==> src/design/rgb_to_hsv_pixel_converter_macros.svh <==
// Assertion macros for the RGB to HSV pixel converter.
// Included by the top level; no other dependencies.
`ifndef RGB_TO_HSV_PIXEL_CONVERTER_MACROS_SVH
`define RGB_TO_HSV_PIXEL_CONVERTER_MACROS_SVH
`ifndef SYNTH
// The consequent must hold in the same cycle as the antecedent.
`define RHC_ASSERT_SAME(label, clk, rstn, ante, cons) \
    label: assert property (@(posedge clk) disable iff (!rstn) (ante) |-> (cons)) \
        else $error("assertion failed: same-cycle implication");
// The consequent must hold in the cycle after the antecedent.
`define RHC_ASSERT_NEXT(label, clk, rstn, ante, cons) \
    label: assert property (@(posedge clk) disable iff (!rstn) (ante) |=> (cons)) \
        else $error("assertion failed: next-cycle implication");
`else
`define RHC_ASSERT_SAME(label, clk, rstn, ante, cons)
`define RHC_ASSERT_NEXT(label, clk, rstn, ante, cons)
`endif
`endif

==> src/design/rhc_pkg.sv <==
// Shared types and constants for the RGB to HSV pixel converter.
// No dependencies.
package rhc_pkg;

    // Number of divider cells: one quotient bit per cell.
    localparam int NUM_CELLS = 8;
    localparam int HUE_W     = 17;
    localparam int SAT_W     = 16;

    // Which channel holds the maximum.
    localparam logic [1:0] SECT_RED   = 2'd0;
    localparam logic [1:0] SECT_GREEN = 2'd1;
    localparam logic [1:0] SECT_BLUE  = 2'd2;

    typedef struct packed {
        logic [7:0] blue;
        logic [7:0] green;
        logic [7:0] red;
    } pixel_t;

    typedef struct packed {
        logic [7:0] hue;
        logic [7:0] saturation;
        logic [7:0] brightness;
    } hsv_t;

    // Data handed from cell to cell along the divider chain.
    typedef struct packed {
        logic             grey;
        logic [7:0]       brightness;
        logic [HUE_W-1:0] hue_rem;
        logic [HUE_W-1:0] hue_div;
        logic [7:0]       hue_q;
        logic [SAT_W-1:0] sat_rem;
        logic [SAT_W-1:0] sat_div;
        logic [7:0]       sat_q;
    } div_t;

endpackage

==> src/design/rhc_prep.sv <==
// Two pipeline stages ahead of the divider chain: extremes, then numerators.
// Depends on rhc_pkg.
module rhc_prep
    import rhc_pkg::*;
(
    input  logic   aclk,
    input  logic   aresetn,
    input  logic   in_valid,
    output logic   in_ready,
    input  pixel_t in_data,
    output logic   out_valid,
    input  logic   out_ready,
    output div_t   out_data
);

    typedef struct packed {
        logic [7:0]        hi;
        logic [7:0]        d;
        logic [1:0]        sect;
        logic signed [8:0] diff;
    } ext_t;

    logic a_valid_reg, a_valid_next;
    ext_t a_data_reg, a_data_next;
    logic b_valid_reg, b_valid_next;
    div_t b_data_reg, b_data_next;
    logic a_ready, b_ready;

    logic [7:0] hi, lo;
    logic signed [18:0] off, prod, sum, wrapped;
    logic [18:0] d_ext;

    // Each stage takes a new request when empty or when its content moves on.
    assign b_ready  = !b_valid_reg || out_ready;
    assign a_ready  = !a_valid_reg || b_ready;
    assign in_ready = a_ready;

    // Stage one: largest and smallest channel, sector and channel difference.
    always_comb begin
        hi = (in_data.red > in_data.green) ? in_data.red : in_data.green;
        hi = (hi > in_data.blue) ? hi : in_data.blue;
        lo = (in_data.red < in_data.green) ? in_data.red : in_data.green;
        lo = (lo < in_data.blue) ? lo : in_data.blue;
        a_data_next.hi = hi;
        a_data_next.d  = hi - lo;
        if (hi == in_data.red) begin
            a_data_next.sect = SECT_RED;
            a_data_next.diff = $signed({1'b0, in_data.green}) - $signed({1'b0, in_data.blue});
        end else if (hi == in_data.green) begin
            a_data_next.sect = SECT_GREEN;
            a_data_next.diff = $signed({1'b0, in_data.blue}) - $signed({1'b0, in_data.red});
        end else begin
            a_data_next.sect = SECT_BLUE;
            a_data_next.diff = $signed({1'b0, in_data.red}) - $signed({1'b0, in_data.green});
        end
        a_valid_next = a_ready ? in_valid : a_valid_reg;
    end

    // Stage two: hue numerator wrapped to be non-negative, saturation numerator.
    always_comb begin
        d_ext = {11'd0, a_data_reg.d};
        case (a_data_reg.sect)
            SECT_RED:   off = 19'sd0;
            SECT_GREEN: off = $signed(d_ext) * 19'sd120;
            SECT_BLUE:  off = $signed(d_ext) * 19'sd240;
            default:    off = 19'sd0;
        endcase
        prod    = $signed({{10{a_data_reg.diff[8]}}, a_data_reg.diff}) * 19'sd60;
        sum     = off + prod;
        wrapped = (sum < 19'sd0) ? (sum + $signed(d_ext) * 19'sd360) : sum;

        b_data_next.grey       = (a_data_reg.d == 8'd0);
        b_data_next.brightness = a_data_reg.hi;
        b_data_next.hue_rem    = wrapped[HUE_W-1:0];
        b_data_next.hue_div    = {1'b0, a_data_reg.d, 8'd0};
        b_data_next.hue_q      = 8'd0;
        b_data_next.sat_rem    = {a_data_reg.d, 8'd0} - {8'd0, a_data_reg.d};
        b_data_next.sat_div    = {1'b0, a_data_reg.hi, 7'd0};
        b_data_next.sat_q      = 8'd0;
        b_valid_next = b_ready ? a_valid_reg : b_valid_reg;
    end

    always_ff @(posedge aclk) begin
        if (!aresetn) begin
            a_valid_reg <= 1'b0;
            b_valid_reg <= 1'b0;
        end else begin
            a_valid_reg <= a_valid_next;
            b_valid_reg <= b_valid_next;
        end
    end

    always_ff @(posedge aclk) begin
        if (a_ready) begin
            a_data_reg <= a_data_next;
        end
        if (b_ready) begin
            b_data_reg <= b_data_next;
        end
    end

    assign out_valid = b_valid_reg;
    assign out_data  = b_data_reg;

endmodule

==> src/design/rhc_div_cell.sv <==
// One cell of the divider chain: one restoring step for hue and saturation.
// Depends on rhc_pkg.
module rhc_div_cell
    import rhc_pkg::*;
(
    input  logic aclk,
    input  logic aresetn,
    input  logic in_valid,
    output logic in_ready,
    input  div_t in_data,
    output logic out_valid,
    input  logic out_ready,
    output div_t out_data
);

    logic valid_reg, valid_next;
    div_t data_reg, data_next;
    logic hue_ge, sat_ge;

    assign in_ready = !valid_reg || out_ready;

    // Subtract the shifted divisor where it fits and shift in the quotient bit.
    always_comb begin
        hue_ge    = (in_data.hue_rem >= in_data.hue_div);
        sat_ge    = (in_data.sat_rem >= in_data.sat_div);
        data_next = in_data;
        data_next.hue_rem = hue_ge ? (in_data.hue_rem - in_data.hue_div) : in_data.hue_rem;
        data_next.hue_div = in_data.hue_div >> 1;
        data_next.hue_q   = {in_data.hue_q[6:0], hue_ge};
        data_next.sat_rem = sat_ge ? (in_data.sat_rem - in_data.sat_div) : in_data.sat_rem;
        data_next.sat_div = in_data.sat_div >> 1;
        data_next.sat_q   = {in_data.sat_q[6:0], sat_ge};
        valid_next = in_ready ? in_valid : valid_reg;
    end

    always_ff @(posedge aclk) begin
        if (!aresetn) begin
            valid_reg <= 1'b0;
        end else begin
            valid_reg <= valid_next;
        end
    end

    always_ff @(posedge aclk) begin
        if (in_ready) begin
            data_reg <= data_next;
        end
    end

    assign out_valid = valid_reg;
    assign out_data  = data_reg;

endmodule

==> src/design/rgb_to_hsv_pixel_converter.sv <==
// RGB to HSV pixel converter: a request passes the prep stages, the divider cells and the output register.
// Throughput one pixel per clock while m_ready does not stall; set by the chain of eight divider cells,
// each producing one quotient bit of hue and saturation.
// Every stage holds its request under back-pressure and fills bubbles independently.
// Reset (aresetn, synchronous, active low) empties all stages; no clearing pass.
// Depends on rhc_pkg, rhc_prep, rhc_div_cell and the assertion macro header.
`include "rgb_to_hsv_pixel_converter_macros.svh"
module rgb_to_hsv_pixel_converter
    import rhc_pkg::*;
(
    input  logic   aclk,
    input  logic   aresetn,
    input  logic   s_valid,
    output logic   s_ready,
    input  pixel_t s_payload,
    output logic   m_valid,
    input  logic   m_ready,
    output hsv_t   m_payload
);

    logic cell_valid [0:NUM_CELLS];
    logic cell_ready [0:NUM_CELLS];
    div_t cell_data  [0:NUM_CELLS];

    logic m_valid_reg, m_valid_next;
    hsv_t m_payload_reg, m_payload_next;
    logic out_ready;

    // Extremes and numerators.
    rhc_prep u_prep (
        .aclk      (aclk),
        .aresetn   (aresetn),
        .in_valid  (s_valid),
        .in_ready  (s_ready),
        .in_data   (s_payload),
        .out_valid (cell_valid[0]),
        .out_ready (cell_ready[0]),
        .out_data  (cell_data[0])
    );

    // Divider chain, most significant quotient bit first.
    for (genvar i = 0; i < NUM_CELLS; i++) begin : g_cell
        rhc_div_cell u_cell (
            .aclk      (aclk),
            .aresetn   (aresetn),
            .in_valid  (cell_valid[i]),
            .in_ready  (cell_ready[i]),
            .in_data   (cell_data[i]),
            .out_valid (cell_valid[i+1]),
            .out_ready (cell_ready[i+1]),
            .out_data  (cell_data[i+1])
        );
    end

    // Output register; grey and black pixels give zero hue and saturation.
    assign out_ready              = !m_valid_reg || m_ready;
    assign cell_ready[NUM_CELLS]  = out_ready;

    always_comb begin
        m_payload_next.hue        = cell_data[NUM_CELLS].grey ? 8'd0 : cell_data[NUM_CELLS].hue_q;
        m_payload_next.saturation = cell_data[NUM_CELLS].grey ? 8'd0 : cell_data[NUM_CELLS].sat_q;
        m_payload_next.brightness = cell_data[NUM_CELLS].brightness;
        m_valid_next = out_ready ? cell_valid[NUM_CELLS] : m_valid_reg;
    end

    always_ff @(posedge aclk) begin
        if (!aresetn) begin
            m_valid_reg <= 1'b0;
        end else begin
            m_valid_reg <= m_valid_next;
        end
    end

    always_ff @(posedge aclk) begin
        if (out_ready) begin
            m_payload_reg <= m_payload_next;
        end
    end

    assign m_valid   = m_valid_reg;
    assign m_payload = m_payload_reg;

    // Hue never leaves its half-degree range.
    `RHC_ASSERT_SAME(a_hue_range, aclk, aresetn, m_valid, m_payload.hue <= 8'd179)
    // A black pixel gives zero hue and zero saturation.
    `RHC_ASSERT_SAME(a_black, aclk, aresetn, m_valid && (m_payload.brightness == 8'd0), (m_payload.hue == 8'd0) && (m_payload.saturation == 8'd0))
    // The last cell holds its request while the output register is blocked.
    `RHC_ASSERT_NEXT(a_chain_hold, aclk, aresetn, cell_valid[NUM_CELLS] && !out_ready, cell_valid[NUM_CELLS] && $stable(cell_data[NUM_CELLS]))

endmodule
==> config.mk <==
export PLATFORM = sky130hd
export DESIGN_NAME = rgb_to_hsv_pixel_converter
export DESIGN_NICKNAME = d
export VERILOG_FILES = /design/src/design/rhc_pkg.sv /design/src/design/rhc_prep.sv /design/src/design/rhc_div_cell.sv /design/src/design/rgb_to_hsv_pixel_converter.sv
export VERILOG_INCLUDE_DIRS = /design/src /design/src/design
export SDC_FILE = /design/constraint.sdc
export NUM_CORES = 1
export LEC_CHECK = 0
export BUFFER_PORTS_ARGS = -buffer_cell sky130_fd_sc_hd__buf_4
export CAP_MARGIN = 20
export CORE_MARGIN = 2
export CORE_UTILIZATION = 35
export DETAILED_ROUTE_END_ITERATION = 10
export HOLD_SLACK_MARGIN = 0.15
export PLACE_DENSITY = 0.5
export SYNTH_ARGS = -nofsm -noshare
export SYNTH_HDL_FRONTEND = slang
export SYNTH_HIERARCHICAL = 1
export SYNTH_SLANG_ARGS = --single-unit
==> constraint.sdc <==
create_clock -name aclk -period 40.4 [get_ports aclk]
set_input_delay 4.04 -clock aclk [delete_from_list [all_inputs] [get_ports aclk]]
set_output_delay 4.04 -clock aclk [all_outputs]
set_load 0.02 [all_outputs]
Word level (Yosys, flattened, before mapping)
Cells that the tools add are included.
{"block": "totals", "ramBits": 0, "latchBits": 0, "register_bits": 543, "memories": 0, "inputBits": 28, "romBits": 0, "word_cells": 171, "out_inout_bits": 26}
{"block": "classes", "muxes": 22, "n_eq_ne": 4, "bitwise": 0, "n_reduce_logical": 23, "mul": 4, "div_mod_pow": 0, "add_sub_neg": 21, "order_cmp": 21, "shifts": 0}
{"operator": "two-way mux 17 bit", "n": 8}
{"operator": "two-way mux 16 bit", "n": 7}
{"operator": "one-hot mux 19 bit (2 select lines)", "n": 1}
{"operator": "two-way mux 8 bit", "n": 4}
{"operator": "subtractor 8 x 8 -> 9 bit", "n": 3}
{"operator": "multiplier 8 x 4 -> 12 bit (second input constant)", "n": 2}
{"operator": "adder 19 x 16 -> 19 bit", "n": 1}
{"operator": "< comparator 19 x 1 -> 1 bit (second input constant)", "n": 1}
{"operator": "adder 17 bit", "n": 1}
{"operator": "greater-or-equal comparator 17 x 10 -> 1 bit", "n": 1}
{"operator": "greater-or-equal comparator 17 x 11 -> 1 bit", "n": 1}
{"operator": "greater-or-equal comparator 17 x 12 -> 1 bit", "n": 1}
{"operator": "greater-or-equal comparator 17 x 13 -> 1 bit", "n": 1}
{"operator": "greater-or-equal comparator 17 x 14 -> 1 bit", "n": 1}
{"operator": "greater-or-equal comparator 17 x 15 -> 1 bit", "n": 1}
{"operator": "greater-or-equal comparator 17 x 16 -> 1 bit", "n": 1}
{"operator": "greater-or-equal comparator 17 x 9 -> 1 bit", "n": 1}
{"operator": "subtractor 17 x 10 -> 17 bit", "n": 1}
{"operator": "subtractor 17 x 11 -> 17 bit", "n": 1}
{"operator": "subtractor 17 x 12 -> 17 bit", "n": 1}
{"operator": "subtractor 17 x 13 -> 17 bit", "n": 1}
{"operator": "subtractor 17 x 14 -> 17 bit", "n": 1}
{"operator": "subtractor 17 x 15 -> 17 bit", "n": 1}
{"operator": "subtractor 17 x 16 -> 17 bit", "n": 1}
{"operator": "other kinds (29)", "n": 52}

Longest topological paths before layout
{"block": "logic_depth", "word_depth": 12, "mapped_depth": 27, "mapped_depth_nobuf": 26}

Hierarchy
The synthesis kept the hierarchy.
{"module": "rhc_div_cell at g_cell[0].u_cell ...", "n_inst": 6, "cells_per_inst": 412, "area_per_inst_um2": 4887.2}
{"module": "rhc_prep", "n_inst": 1, "cells_per_inst": 1035, "area_per_inst_um2": 9644.2}
{"module": "rhc_div_cell at g_cell[1].u_cell", "n_inst": 1, "cells_per_inst": 405, "area_per_inst_um2": 5051.1}
{"module": "rhc_div_cell at g_cell[7].u_cell", "n_inst": 1, "cells_per_inst": 392, "area_per_inst_um2": 4879.7}
{"module": "rgb_to_hsv_pixel_converter", "n_inst": 1, "cells_per_inst": 45, "area_per_inst_um2": 909.6}

Least setup slack after synthesis
No wires, ideal clock.
{"block": "synth_timing", "kind": "input to output", "start": "input m_ready", "end": "output s_ready", "slack_ns": 12.142, "stages": 11, "required_time_ns": 36.360, "arrival_time_ns": 24.218, "path_cell_list": "nand2b_4 nand2b_1 nand2b_1 nand2b_1 nand2b_1 nand2b_1 nand2b_1 nand2b_1 nand2b_1 nor2b_1 nand2_1"}
{"item": "from (decl)", "line": "rgb_to_hsv_pixel_converter.sv:17", "rtl": "input logic m_ready,"}
{"item": "to (decl)", "line": "rgb_to_hsv_pixel_converter.sv:14", "rtl": "output logic s_ready,"}

==> run metrics <==
CORE AREA between 100000 and 150000 sq um; share of layout cells above drive strength 1 0.09104; Cell Area, Synth about 45000 sq um; CTS tree built; fillcell total approximately 12000; Num CTS Buffers a little over 80; RSZ-0062 raised after global routing no; max_slew headroom 0.3281; Hold Crit Class reg2reg; Clock Pin Slew Worst Setup and Hold Paths around 0.06 ns; largest net degree at the start of global routing just under 70; root buffer cell clkbuf_16; max reg flops slightly below 600; crit start category primary input; # H-tree levels 3; fmax 78.62 MHz; Clock Skew approximately 0.017 ns; Area Growth Syn to Fin 10.12%; Final Cycle Share 0.3148; total gr overflow 0; DRC violations left 0; synthesized instance count 4041; ant diodes 0; Worst-Margin Slew 1.003 ns; YS warnings 6; initial antenna violation count 0; HPWL Detailed 73250 um; Max-Cap Viols 0; Fin. Hold Viols 0; status finished, final reports clean; clk buf depth 3; Nets 4596; Final Max Slew Viols 0; shortest period the worst path allows 12.72 ns; Max FO, Critical Path 31; die area 131100 sq um; Routed Wire Length between 90000 and 100000 um; setup TNS 0 ns; Global Route Usage Sum 0.1429; Die W 362.1 um; initial core utilization 0.3524; Skew-Pair Late Insertion Delay 0.64 ns; Rows 131; Avg Inst Size Synth 11.11 sq um; WL/cell 16.06 um; initial drt markers 1458; Final GP Congestion 0.8625; vias in the first global route 29280; critical path class in2out; hold buffer count at CTS 0; post-CTS sizing 0; IO Pins 54; Crit path required time 36.36 ns; DIE HEIGHT between 300 and 400 um; Vias between 20000 and 30000; first-pass GRT wire length 152600 um; setup bufs post-CTS 0; Routed Antenna Nets 0; Arr. time, crit path 8.68 ns; final setup vio count 0; port buffer count 53; Pre-antenna DRT Iters 5; Critical Path Sink Type output pin; Sink Count 701; via/cell ratio 4.967
[path summary, 6_finish.rpt]
path                                           start                                 endpoint  slack (ns)  cells past startpoint
max                                          m_ready                                  s_ready       27.68                     14
min          g_cell[1].u_cell/out_data[83]$_DFFE_PP_  g_cell[2].u_cell/out_data[83]$_DFFE_PP_        0.41                      0
max reg2reg          u_prep/a_data_reg[11]$_DFFE_PP_            u_prep/out_data[81]$_DFFE_PP_       33.87                     23
min reg2reg  g_cell[1].u_cell/out_data[83]$_DFFE_PP_  g_cell[2].u_cell/out_data[83]$_DFFE_PP_        0.41                      0
[layout make-up]
class	instances	area, sq um	share of cell area
repair buffers	70	529.3	0.01071
well taps	1662	2079	0.04207
multi-input cells	2797	21590	0.4368
flip-flops and latches	701	20940	0.4237
inverters	452	1697	0.03433
clock inverters	43	460.4	0.009316
clock buffers	100	2130	0.04308
[stage by stage]
stage          area, sq um    util  hold WS, ns  cells  setup WS, ns
3_3_place_gp         46830  0.3677       0.4002   5681         27.58
2_1_floorplan        44980       -       0.4003   4066         15.07
5_1_grt              49430  0.3881       0.4134   5825         27.20
4_1_cts              49430  0.3881       0.4021   5825         27.48
6_report             49430  0.3881       0.4052   5825         27.68
3_5_place_dp         46840  0.3678       0.4045   5682         27.49
[layer usage]
metal	vias up	GRT usage	routed length [um]
met1	13610	0.1790	42160
met4	0	0.05016	3007
met5	-	0	0
met2	399	0.2510	45710
met3	147	0.01961	2693
li1	14780	-	-
[critical path: stages]
cell	delay [ns]
buf_4	0.08
nand2b_4	0.36
nand2b_2	0.71
nand2b_4	0.60
nand2b_4	0.50
nand2b_4	0.41
nand2b_4	0.37
nand2b_4	0.32
nand2b_4	0.26
nand2b_4	0.23
nor2b_1	0.11
nand2_1	0.08
buf_4	0.34
buf_4	0.22
[placed cells by master (no fill, tap or decap), types with 12 or more instances in the layout]
master / n
xnor2_1: 135
fa_1: 58
mux2_2: 37
mux2i_1: 30
o21ai_1: 45
nor3_1: 56
ha_1: 407
a21boi_0: 24
nor2_1: 231
nand3_1: 65
o21bai_1: 26
a211oi_1: 34
a21o_1: 110
nand4_1: 43
nor2b_1: 65
mux2_4: 54
clkbuf_1: 17
o21ai_0: 209
clkinv_2: 15
a21oi_1: 249
xor2_1: 106
edfxtp_1: 690
buf_4: 69
nor4_1: 14
mux2_1: 17
conb_1: 33
a41oi_1: 13
a22oi_1: 12
nand2b_1: 51
a221oi_1: 12
nand2_1: 266
inv_1: 451
o211ai_1: 21
clkbuf_16: 82
o21a_1: 53
o31ai_1: 33
or3_1: 21
Power is left out: the tool's default activity adds up to more than one toggle a clock period on the data nets, which glitch-free logic cannot reach.
